**config.mk**
```make
export PLATFORM = sky130hd
export DESIGN_NAME = ohs_engine
export DESIGN_NICKNAME = d
export VERILOG_FILES = /design/src/rtl/ohs_pkg.sv /design/src/rtl/ohs_engine.sv
export SDC_FILE = /design/constraint.sdc
export NUM_CORES = 1
export LEC_CHECK = 0
export ABC_AREA = 1
export BUFFER_PORTS_ARGS = -buffer_cell sky130_fd_sc_hd__buf_2
export CAP_MARGIN = 20
export CORE_MARGIN = 4
export CORE_UTILIZATION = 55
export DETAILED_ROUTE_END_ITERATION = 10
export GPL_TIMING_DRIVEN = 1
export PLACE_DENSITY_LB_ADDON = 0.3
export SYNTH_ARGS = -nofsm -noshare
export SYNTH_HDL_FRONTEND = slang
export SYNTH_SLANG_ARGS = --single-unit
```
**constraint.sdc**
```tcl
create_clock -name clk_i -period 3.91 [get_ports clk_i]
set_clock_uncertainty 0.2 [all_clocks]
set_input_delay 0 -clock clk_i [delete_from_list [all_inputs] [get_ports clk_i]]
set_output_delay 0 -clock clk_i [all_outputs]
set_load 0.05 [all_outputs]
```
**src/rtl/ohs_pkg.sv**
```systemverilog
// shared constants, types and the home slot hash for the hash set
// depends on nothing; used by ohs_engine, the top level and the checker
`timescale 1ns / 1ps

package ohs_pkg;

  localparam int TABLE_BITS = 10;
  localparam int SLOT_COUNT = 1 << TABLE_BITS;
  localparam int KEY_W      = 64;
  localparam int KIND_W     = 2;
  localparam int CNT_W      = TABLE_BITS + 1;
  localparam int LIMIT_W    = 11;
  localparam int ITEM_W     = 11;
  localparam int SUM_W      = ((CNT_W > LIMIT_W) ? CNT_W : LIMIT_W) + 1;
  localparam int OUT_W      = 16;

  localparam logic [LIMIT_W-1:0]    FILL_LIMIT_RESET = LIMIT_W'(870);
  localparam logic [TABLE_BITS-1:0] HOME_MULT        = TABLE_BITS'(73);
  localparam logic [TABLE_BITS-1:0] PROBE_STEP       = TABLE_BITS'(5009);
  localparam logic [TABLE_BITS-1:0] LAST_SLOT        = TABLE_BITS'(SLOT_COUNT - 1);
  localparam logic [KEY_W-1:0]      MARK_EMPTY       = KEY_W'(0);
  localparam logic [KEY_W-1:0]      MARK_DELETED     = KEY_W'(1);

  typedef logic [TABLE_BITS-1:0] slot_idx_t;
  typedef logic [CNT_W-1:0]      cnt_t;

  typedef enum logic [1:0] {
    KIND_ADD    = 2'd0,
    KIND_REMOVE = 2'd1,
    KIND_LOOKUP = 2'd2
  } kind_e;

  typedef enum logic [1:0] {
    ST_OK       = 2'd0,
    ST_RESERVED = 2'd1,
    ST_FULL     = 2'd2
  } status_e;

  typedef enum logic [1:0] {
    S_CLEAR,
    S_IDLE,
    S_PROBE,
    S_FIN
  } state_e;

  typedef struct packed {
    logic                found;
    logic                changed;
    status_e             status;
    logic [ITEM_W-1:0]   item_count;
  } result_t;

  // low bits of key * 73 only depend on the low bits of key
  function automatic slot_idx_t home_slot(input logic [KEY_W-1:0] key);
    slot_idx_t prod;
    prod = key[TABLE_BITS-1:0] * HOME_MULT;
    return prod;
  endfunction

endpackage

```
**src/rtl/ohs_engine.sv**
```systemverilog
// probe sequencer: clears the slot memory, walks probe chains one slot per cycle
// depends on ohs_pkg; drives the ports of one ohs_ram instance
`timescale 1ns / 1ps

module ohs_engine (
  input  logic                          clk_i,
  input  logic                          rst_ni,
  input  logic                          in_valid_i,
  output logic                          in_ready_o,
  input  logic [ohs_pkg::KIND_W-1:0]    in_kind_i,
  input  logic [ohs_pkg::KEY_W-1:0]     in_key_i,
  input  logic [ohs_pkg::LIMIT_W-1:0]   fill_limit_i,
  output logic                          res_valid_o,
  input  logic                          res_ready_i,
  output ohs_pkg::result_t              res_o,
  output ohs_pkg::slot_idx_t            ram_raddr_o,
  input  logic [ohs_pkg::KEY_W-1:0]     ram_rdata_i,
  output logic                          ram_we_o,
  output ohs_pkg::slot_idx_t            ram_waddr_o,
  output logic [ohs_pkg::KEY_W-1:0]     ram_wdata_o
);

  ohs_pkg::state_e               state_q, state_d;
  ohs_pkg::slot_idx_t            pos_q, pos_d;
  ohs_pkg::slot_idx_t            n_q, n_d;
  ohs_pkg::slot_idx_t            free_q, free_d;
  logic                          has_free_q, has_free_d;
  logic [ohs_pkg::KIND_W-1:0]    kind_q, kind_d;
  logic [ohs_pkg::KEY_W-1:0]     key_q, key_d;
  ohs_pkg::cnt_t                 live_q, live_d;
  ohs_pkg::cnt_t                 del_q, del_d;
  logic                          found_q, found_d;
  logic                          changed_q, changed_d;
  ohs_pkg::status_e              status_q, status_d;

  logic                          is_empty, is_del, is_hit, is_last;
  logic                          has_now, free_is_del, at_limit;
  ohs_pkg::slot_idx_t            free_now;

  assign is_empty    = (ram_rdata_i == ohs_pkg::MARK_EMPTY);
  assign is_del      = (ram_rdata_i == ohs_pkg::MARK_DELETED);
  assign is_hit      = !is_empty && !is_del && (ram_rdata_i == key_q);
  assign is_last     = (n_q == ohs_pkg::LAST_SLOT);
  assign has_now     = has_free_q || is_empty || is_del;
  assign free_now    = has_free_q ? free_q : pos_q;
  assign free_is_del = has_free_q || is_del;
  assign at_limit    = (ohs_pkg::SUM_W'(live_q) + ohs_pkg::SUM_W'(del_q))
                       >= ohs_pkg::SUM_W'(fill_limit_i);

  always_ff @(posedge clk_i or negedge rst_ni) begin
    if (!rst_ni) begin
      state_q <= ohs_pkg::S_CLEAR;
      n_q     <= '0;
      live_q  <= '0;
      del_q   <= '0;
    end else begin
      state_q <= state_d;
      n_q     <= n_d;
      live_q  <= live_d;
      del_q   <= del_d;
    end
  end

  always_ff @(posedge clk_i) begin
    pos_q      <= pos_d;
    free_q     <= free_d;
    has_free_q <= has_free_d;
    kind_q     <= kind_d;
    key_q      <= key_d;
    found_q    <= found_d;
    changed_q  <= changed_d;
    status_q   <= status_d;
  end

  always_comb begin
    state_d     = state_q;
    pos_d       = pos_q;
    n_d         = n_q;
    free_d      = free_q;
    has_free_d  = has_free_q;
    kind_d      = kind_q;
    key_d       = key_q;
    live_d      = live_q;
    del_d       = del_q;
    found_d     = found_q;
    changed_d   = changed_q;
    status_d    = status_q;
    in_ready_o  = 1'b0;
    res_valid_o = 1'b0;
    ram_we_o    = 1'b0;
    ram_waddr_o = pos_q;
    ram_wdata_o = ohs_pkg::MARK_EMPTY;
    case (state_q)
      ohs_pkg::S_CLEAR: begin
        ram_we_o    = 1'b1;
        ram_waddr_o = n_q;
        n_d         = n_q + ohs_pkg::slot_idx_t'(1);
        if (is_last) begin
          state_d = ohs_pkg::S_IDLE;
        end
      end
      ohs_pkg::S_IDLE: begin
        in_ready_o = 1'b1;
        if (in_valid_i) begin
          kind_d     = in_kind_i;
          key_d      = in_key_i;
          pos_d      = ohs_pkg::home_slot(in_key_i);
          n_d        = '0;
          free_d     = '0;
          has_free_d = 1'b0;
          found_d    = 1'b0;
          changed_d  = 1'b0;
          status_d   = ohs_pkg::ST_OK;
          if (in_key_i == ohs_pkg::MARK_EMPTY || in_key_i == ohs_pkg::MARK_DELETED) begin
            status_d = ohs_pkg::ST_RESERVED;
            state_d  = ohs_pkg::S_FIN;
          end else begin
            state_d = ohs_pkg::S_PROBE;
          end
        end
      end
      ohs_pkg::S_PROBE: begin
        if (is_empty || is_hit || is_last) begin
          state_d = ohs_pkg::S_FIN;
          found_d = is_hit;
          case (kind_q)
            ohs_pkg::KIND_ADD: begin
              if (!is_hit) begin
                if (at_limit || !has_now) begin
                  status_d = ohs_pkg::ST_FULL;
                end else begin
                  ram_we_o    = 1'b1;
                  ram_waddr_o = free_now;
                  ram_wdata_o = key_q;
                  live_d      = live_q + ohs_pkg::cnt_t'(1);
                  changed_d   = 1'b1;
                  if (free_is_del) begin
                    del_d = del_q - ohs_pkg::cnt_t'(1);
                  end
                end
              end
            end
            ohs_pkg::KIND_REMOVE: begin
              if (is_hit) begin
                ram_we_o    = 1'b1;
                ram_waddr_o = pos_q;
                ram_wdata_o = ohs_pkg::MARK_DELETED;
                live_d      = live_q - ohs_pkg::cnt_t'(1);
                del_d       = del_q + ohs_pkg::cnt_t'(1);
                changed_d   = 1'b1;
              end
            end
            default: begin
            end
          endcase
        end else begin
          pos_d      = pos_q + ohs_pkg::PROBE_STEP;
          n_d        = n_q + ohs_pkg::slot_idx_t'(1);
          has_free_d = has_now;
          free_d     = free_now;
        end
      end
      ohs_pkg::S_FIN: begin
        res_valid_o = 1'b1;
        if (res_ready_i) begin
          state_d = ohs_pkg::S_IDLE;
        end
      end
      default: begin
        state_d = ohs_pkg::S_IDLE;
      end
    endcase
  end

  // next probe address goes straight to the ram so the registered read data lines up with pos_q
  assign ram_raddr_o = pos_d;

  assign res_o.found      = found_q;
  assign res_o.changed    = changed_q;
  assign res_o.status     = status_q;
  assign res_o.item_count = ohs_pkg::ITEM_W'(live_q);

endmodule

```
# After elaboration in Yosys (flattened, before gate mapping)
# Cells that the tools add are included.
# Widths: inputs -> output; s select.
# classes
add_sub_neg	7
multipliers	1
magnitude_cmp	1
eq_ne	24
n_mux	61
reduce_logical	28
# ops
cell	n
$mux 64	4
$eq 64x1->1 const B	2
$logic_not 64->1	2
$pmux 64 s2	1
$mux 10	10
$mux 11	7
$eq 64x64->1	1
$pmux 10 s2	3
$pmux 11 s2	2
$pmux 10 s3	1
$add 11x1->11 const B	2
$ne 2x2->1 const B	11
$sub 11x1->11 const B	2
$mux 2	9
$mux 1	16
$reduce_and 7->1	2
$add 11x11->12	1
$ge 12x11->1	1
$pmux 1 s2	6
$reduce_and 6->1	2
$add 10x1->10 const B	1
$add 10x10->10 const B	1
$eq 10x10->1 const B	1
$mul 10x7->10 const B	1
other kinds (16)	33
# totals
ff_bits	125
inputBits	145
out_inout_bits	102

# Depth between registers and ports, before layout
# depth
word_depth	10
depth_mapped	23
ltp_nobuf	22

# Worst setup path before layout
# OpenSTA, ideal clock, no wires.
# synth_timing
kind	reg-to-reg
startpoint	register state_q[1]
endpoint	register pos_q[3]
setup_ns	0.215
t_arrival_ns	3.894
required_time_ns	3.495
setup_slack_ns	-0.399
path_stages_with_launch	8
period_less_slack_ns	4.309
cell_sequence	dfrtp_1 inv_1 ha_1 clkbuf_2 nand2_1 inv_1 a221oi_1 a22oi_1
# synth_between
elab_chain_len	2
# synth_lines
item	line_no	source
start, declared	ohs_engine.sv:23	ohs_pkg::state_e state_q, state_d;
start signal, assigned	ohs_engine.sv:52	state_q <= ohs_pkg::S_CLEAR;
start signal, assigned	ohs_engine.sv:57	state_q <= state_d;
$eq 2x2->1 or $eq 2x1->1 (tied branches)	ohs_engine.sv:93	case (state_q)
$pmux 10 s2 (*)	ohs_engine.sv:93	
via ram_raddr_o[3]	ohs_engine.sv:16	output ohs_pkg::slot_idx_t ram_raddr_o,
end signal, assigned	ohs_engine.sv:65	pos_q <= pos_d;
end, declared	ohs_engine.sv:24	ohs_pkg::slot_idx_t pos_q, pos_d;
# Mark *: on every way through the listed nets, which the timed path passes. The rest lies on a longest branch.
# A chain may end at the register's enable or synchronous reset.

# Final worst setup path
# layout_timing
startpoint	register live_q[0]
endpoint	output port ram_waddr_o[5]
# layout_between
elab_chain_len	8
# layout_lines
item	line_no	source
start, declared	ohs_engine.sv:30	ohs_pkg::cnt_t live_q, live_d;
start signal, assigned	ohs_engine.sv:59	live_q <= live_d;
$add 11x11->12	ohs_engine.sv:47	assign at_limit = (ohs_pkg::SUM_W'(live_q) + ohs_pkg::SUM_W'(del_q))
$ge 12x11->1	ohs_engine.sv:48	>= ohs_pkg::SUM_W'(fill_limit_i);
$logic_or 1x1->1	ohs_engine.sv:129	if (at_limit || !has_now) begin
$mux 10	ohs_engine.sv:129	
$mux 10	ohs_engine.sv:128	if (!is_hit) begin
$mux 10	n/a	
$mux 10	ohs_engine.sv:123	if (is_empty || is_hit || is_last) begin
$pmux 10 s2	ohs_engine.sv:93	
end, declared	ohs_engine.sv:19	output ohs_pkg::slot_idx_t ram_waddr_o,
# Every way passes these cells.

==> flow_summary.toml <==
[run_status]
run_status = "finished, violations left"
failed_checks = "negative setup slack"

[grt]
grt_first_pass_wirelength_um = 52600
grt_antenna_before_repair = 10
grt.overflow.total = 0
gr-usage-all-layers_pct = 32.8
largest_net_degree_at_the_start_of_global_routing = 48
number_of_global_route_vias_before_repair = 10300

[placed_design]
portBuffers = 246
post_dp_hpwl_um = 25000
gp_congestion = 0.984
placement.cell_area_mm2 = 0.0116
preCtsSetupSlack_ns = 0.209
place.detailed.instances = 1822

[critical_path]
destination_of_the_worst_register_to_register_timing_path = "live_q[1]"
crit_end = "ram_waddr_o[5]"
crit_path_max_fanout = 8
worstPathArrival_ns = 3.84
ff2ff_path_depth = 23
regToRegSetupSlack_ns = 0.31
worstSetupStartpoint = "live_q[0]"
worst_r2r_startpoint = "live_q[0]"
criticalPathCategory = "reg2out"
cp-end-kind = "output port"
timing.critical_path.from_type = "flop"
cp.required_ns = 3.71

[synthesis]
syn-instance-count = 1362
synth_area_mm2 = 0.0102
synth-async-reset-ratio_pct = 27.2
synth_enable_flop_cells = 81
synthesis.yosys.warnings = 0
ranking_of_synthesized_cells_by_area = "sky130_fd_sc_hd__edfxtp_1 (24%), sky130_fd_sc_hd__nand2_1 (14%), sky130_fd_sc_hd__dfrtp_1 (8.4%), sky130_fd_sc_hd__ha_1 (6.9%), sky130_fd_sc_hd__inv_1 (6.7%)"
yosysSeqAreaShare_pct = 34.3
syn_avg_cell_area_um2 = 7.45
ys_types = 52
synthesis.nets = 1568
count_of_state_elements_after_synthesis = 125
synthFlopType = "sky130_fd_sc_hd__edfxtp_1"
area_leader_netlist = "sky130_fd_sc_hd__edfxtp_1"
synth_top_cell_area_share_pct = 24.0

[sta]
finalWorstPathRequiredPeriod_ns = 4.04
grt_setup_unrepaired = "yes"
slew_headroom_pct = 37.6
timing.final.setup_violations = 43
finalHoldViolCount = 0
achievable-frequency_ghz = 0.248
post-route-period-util_pct = 103
setup_total_negative_slack_ns = -3.11
hold_ws_ns = 0.0133
setup_slack_ns = -0.126
timing_max_transition_violations_final = 0
max_slew.worst_pin.slew_ns = 0.936

[detailed_routing]
postRouteAntennaNets = 0
vias = 11000
drt-wirelength-per-cell_um = 18.0
drt_iter0_drc = 970
route.final.wire_length_um = 35100
drc = 0
drt_pre_antenna_iters = 5
avgViaCountPerCell = 5.63

[cts]
htreeDepth = 4
clock_tree.root_cell = "sky130_fd_sc_hd__clkbuf_16"
cts-root-to-sink-buffers = 2
cts.sinks = 125
clk-insertion-delay-late_ns = 0.43
path_clk_slew_ns = 0.06
cts_tree = "done"
cts-buffers-inserted = 17

[final_layout]
post_layout_nonfiller_instances = 1952
layout-drive-gt1-share_pct = 26.1
final_design_area_no_fill_mm2 = 0.0137
fillerInstances = 1341
layout.nets = 1908
syn_to_final_growth_pct = 35.1

[power_and_ir_drop]
power_per_cell_area_mw_per_mm2 = 503
p_leak_nw = 6.57
max-vdd-ir-drop_mv = 0.950

[min_path]
worst_hold_path_type = "in2async"

[floorplan]
floorplan.rows = 49
io_pins = 247
placeableCoreArea_mm2 = 0.0181
die_extent_in_x_um = 144
start_util_pct = 56.1
die_h_um = 144
die-area_mm2 = 0.0207

[job]
timing.max_cap.violations = 0
metal layers:
layer / GRT usage (%) / vias to the layer above / share of wire [%]
met1: 43.4 / 5040 / 40
met4: 12.9 / 4 / 4.1
met3: 6.29 / 111 / 9.4
met2: 53.1 / 639 / 46
met5: 0 / - / 0.060
li1: - / 5198 / -
logic make-up (layout without fill, tap and decap cells):
logic type               Yosys count  after routing  share of synthesized area [%]
AO/OA/AOI/OAI                    146            146                           8.52
XOR/XNOR                          59             59                           5.09
adder cells (fa/ha/maj)           61             61                           7.89
buffers and inverters            219            571                           9.43
flip-flops                       125            125                           34.3
other                              0              8                              0
AND/OR/NAND/NOR                  752            753                           34.8
critical path, stage by stage, from the launching register on:
cell                      delay (ns)
sky130_fd_sc_hd__dfrtp_1        0.39
sky130_fd_sc_hd__ha_2           0.21
sky130_fd_sc_hd__fa_2           0.35
sky130_fd_sc_hd__nand3_2        0.11
sky130_fd_sc_hd__nand2_4        0.07
sky130_fd_sc_hd__a21oi_2        0.15
sky130_fd_sc_hd__nor2_1         0.06
sky130_fd_sc_hd__nor2_1         0.11
sky130_fd_sc_hd__xor2_1         0.15
sky130_fd_sc_hd__inv_1          0.09
sky130_fd_sc_hd__ha_4           0.26
sky130_fd_sc_hd__inv_2          0.03
sky130_fd_sc_hd__nor3_1         0.19
sky130_fd_sc_hd__nand2_1        0.10
sky130_fd_sc_hd__nand2_2        0.09
sky130_fd_sc_hd__nand2_2        0.06
sky130_fd_sc_hd__nand2_2        0.05
sky130_fd_sc_hd__nand2_2        0.07
sky130_fd_sc_hd__nand3_4        0.13
sky130_fd_sc_hd__buf_12         0.19
sky130_fd_sc_hd__nor2_8         0.07
sky130_fd_sc_hd__nand2_1        0.09
sky130_fd_sc_hd__nand3_1        0.11
sky130_fd_sc_hd__nand2_2        0.10
sky130_fd_sc_hd__buf_6          0.16
cell type report:
| type | instances | area (um2) | area share (%) |
|---|---|---|---|
| repair buffers | 352 | 2670 | 19.5 |
| well taps | 229 | 287 | 2.09 |
| inverters | 187 | 707 | 5.15 |
| diodes | 8 | 20.0 | 0.146 |
| clock buffers | 17 | 425 | 3.10 |
| multi-input cells | 1019 | 6000 | 43.8 |
| flip-flops and latches | 125 | 3490 | 25.4 |
| clock inverters | 15 | 115 | 0.839 |
state kept, by name (all words and copies together) (netlist names):
register	cells
status_q	2
n_q	10
has_free_q	1
live_q	11
changed_q	1
free_q	10
found_q	1
kind_q	2
state_q	2
key_q	64
pos_q	10
del_q	11
how the worst min path moves through the flow:
| stage | startpoint | endpoint | slack, ns | cells past startpoint |
|---|---|---|---|---|
| finish | rst_ni | live_q[7] | 0.01 | 2 |
| global route | rst_ni | live_q[8] | 0.08 | 2 |
| CTS | rst_ni | live_q[3] | 0.04 | 2 |
| detailed placement | rst_ni | live_q[3] | -0.05 | 1 |
| global placement | rst_ni | live_q[3] | -0.06 | 1 |
| floorplan | rst_ni | del_q[0] | -0.50 | 0 |
Yosys cell counts (8+ instances only):
cell type / n
sky130_fd_sc_hd__nor3_1: 18
sky130_fd_sc_hd__inv_1: 181
sky130_fd_sc_hd__xor2_1: 24
sky130_fd_sc_hd__a22oi_1: 12
sky130_fd_sc_hd__nand2_1: 383
sky130_fd_sc_hd__buf_6: 12
sky130_fd_sc_hd__nand3_1: 68
sky130_fd_sc_hd__dfrtp_1: 34
sky130_fd_sc_hd__nor2_1: 150
sky130_fd_sc_hd__nor4_1: 17
sky130_fd_sc_hd__edfxtp_1: 81
sky130_fd_sc_hd__a21oi_1: 48
sky130_fd_sc_hd__o31ai_1: 8
sky130_fd_sc_hd__xnor2_1: 35
sky130_fd_sc_hd__ha_1: 56
sky130_fd_sc_hd__nor3_2: 46
sky130_fd_sc_hd__o21ai_0: 36
sky130_fd_sc_hd__dfxtp_1: 10
sky130_fd_sc_hd__nand4_1: 35
sky130_fd_sc_hd__o21ai_1: 22
placed cells by master (no fill, tap or decap), types with 35 or more instances in the layout:
master | synthesis | final
sky130_fd_sc_hd__buf_6 | 12 | 54
sky130_fd_sc_hd__nand3_1 | 68 | 65
sky130_fd_sc_hd__dlygate4sd3_1 | 0 | 69
sky130_fd_sc_hd__ha_1 | 56 | 49
sky130_fd_sc_hd__a21oi_1 | 48 | 42
sky130_fd_sc_hd__nor3_2 | 46 | 41
sky130_fd_sc_hd__buf_2 | 4 | 187
sky130_fd_sc_hd__inv_1 | 181 | 179
sky130_fd_sc_hd__nand4_1 | 35 | 35
sky130_fd_sc_hd__nand2_1 | 383 | 369
sky130_fd_sc_hd__o21ai_0 | 36 | 35
sky130_fd_sc_hd__xnor2_1 | 35 | 35
sky130_fd_sc_hd__nor2_1 | 150 | 142
sky130_fd_sc_hd__edfxtp_1 | 81 | 81
stage by stage:
stage,utilization (%),total power [mW]
after detailed placement,64.1,5.05
after CTS,73.2,6.72
final,75.8,6.90
after global placement,64.0,5.00
after global routing,75.8,7.23
after floorplan,-,4.23
where the power goes:
part	internal (mW)	total (mW)	switching, mW	leakage [nW]
sequential	1.79	1.98	0.191	1.30
clock	0.816	1.48	0.663	0.256
combinational	0.994	3.45	2.45	5.01
what timing repair did:
| action | in CTS | in global routing |
|---|---|---|
| gates resized for setup | 82 | 121 |
| gates cloned | 2 | 1 |
| hold buffers | 69 | 0 |
| endpoints found under the hold margin | 107 | 0 |
| pin swaps | 13 | 19 |
| buffers inserted | 8 | 11 |
| endpoints found under the setup margin | 65 | 76 |
(Power assumes the default switching activity.)
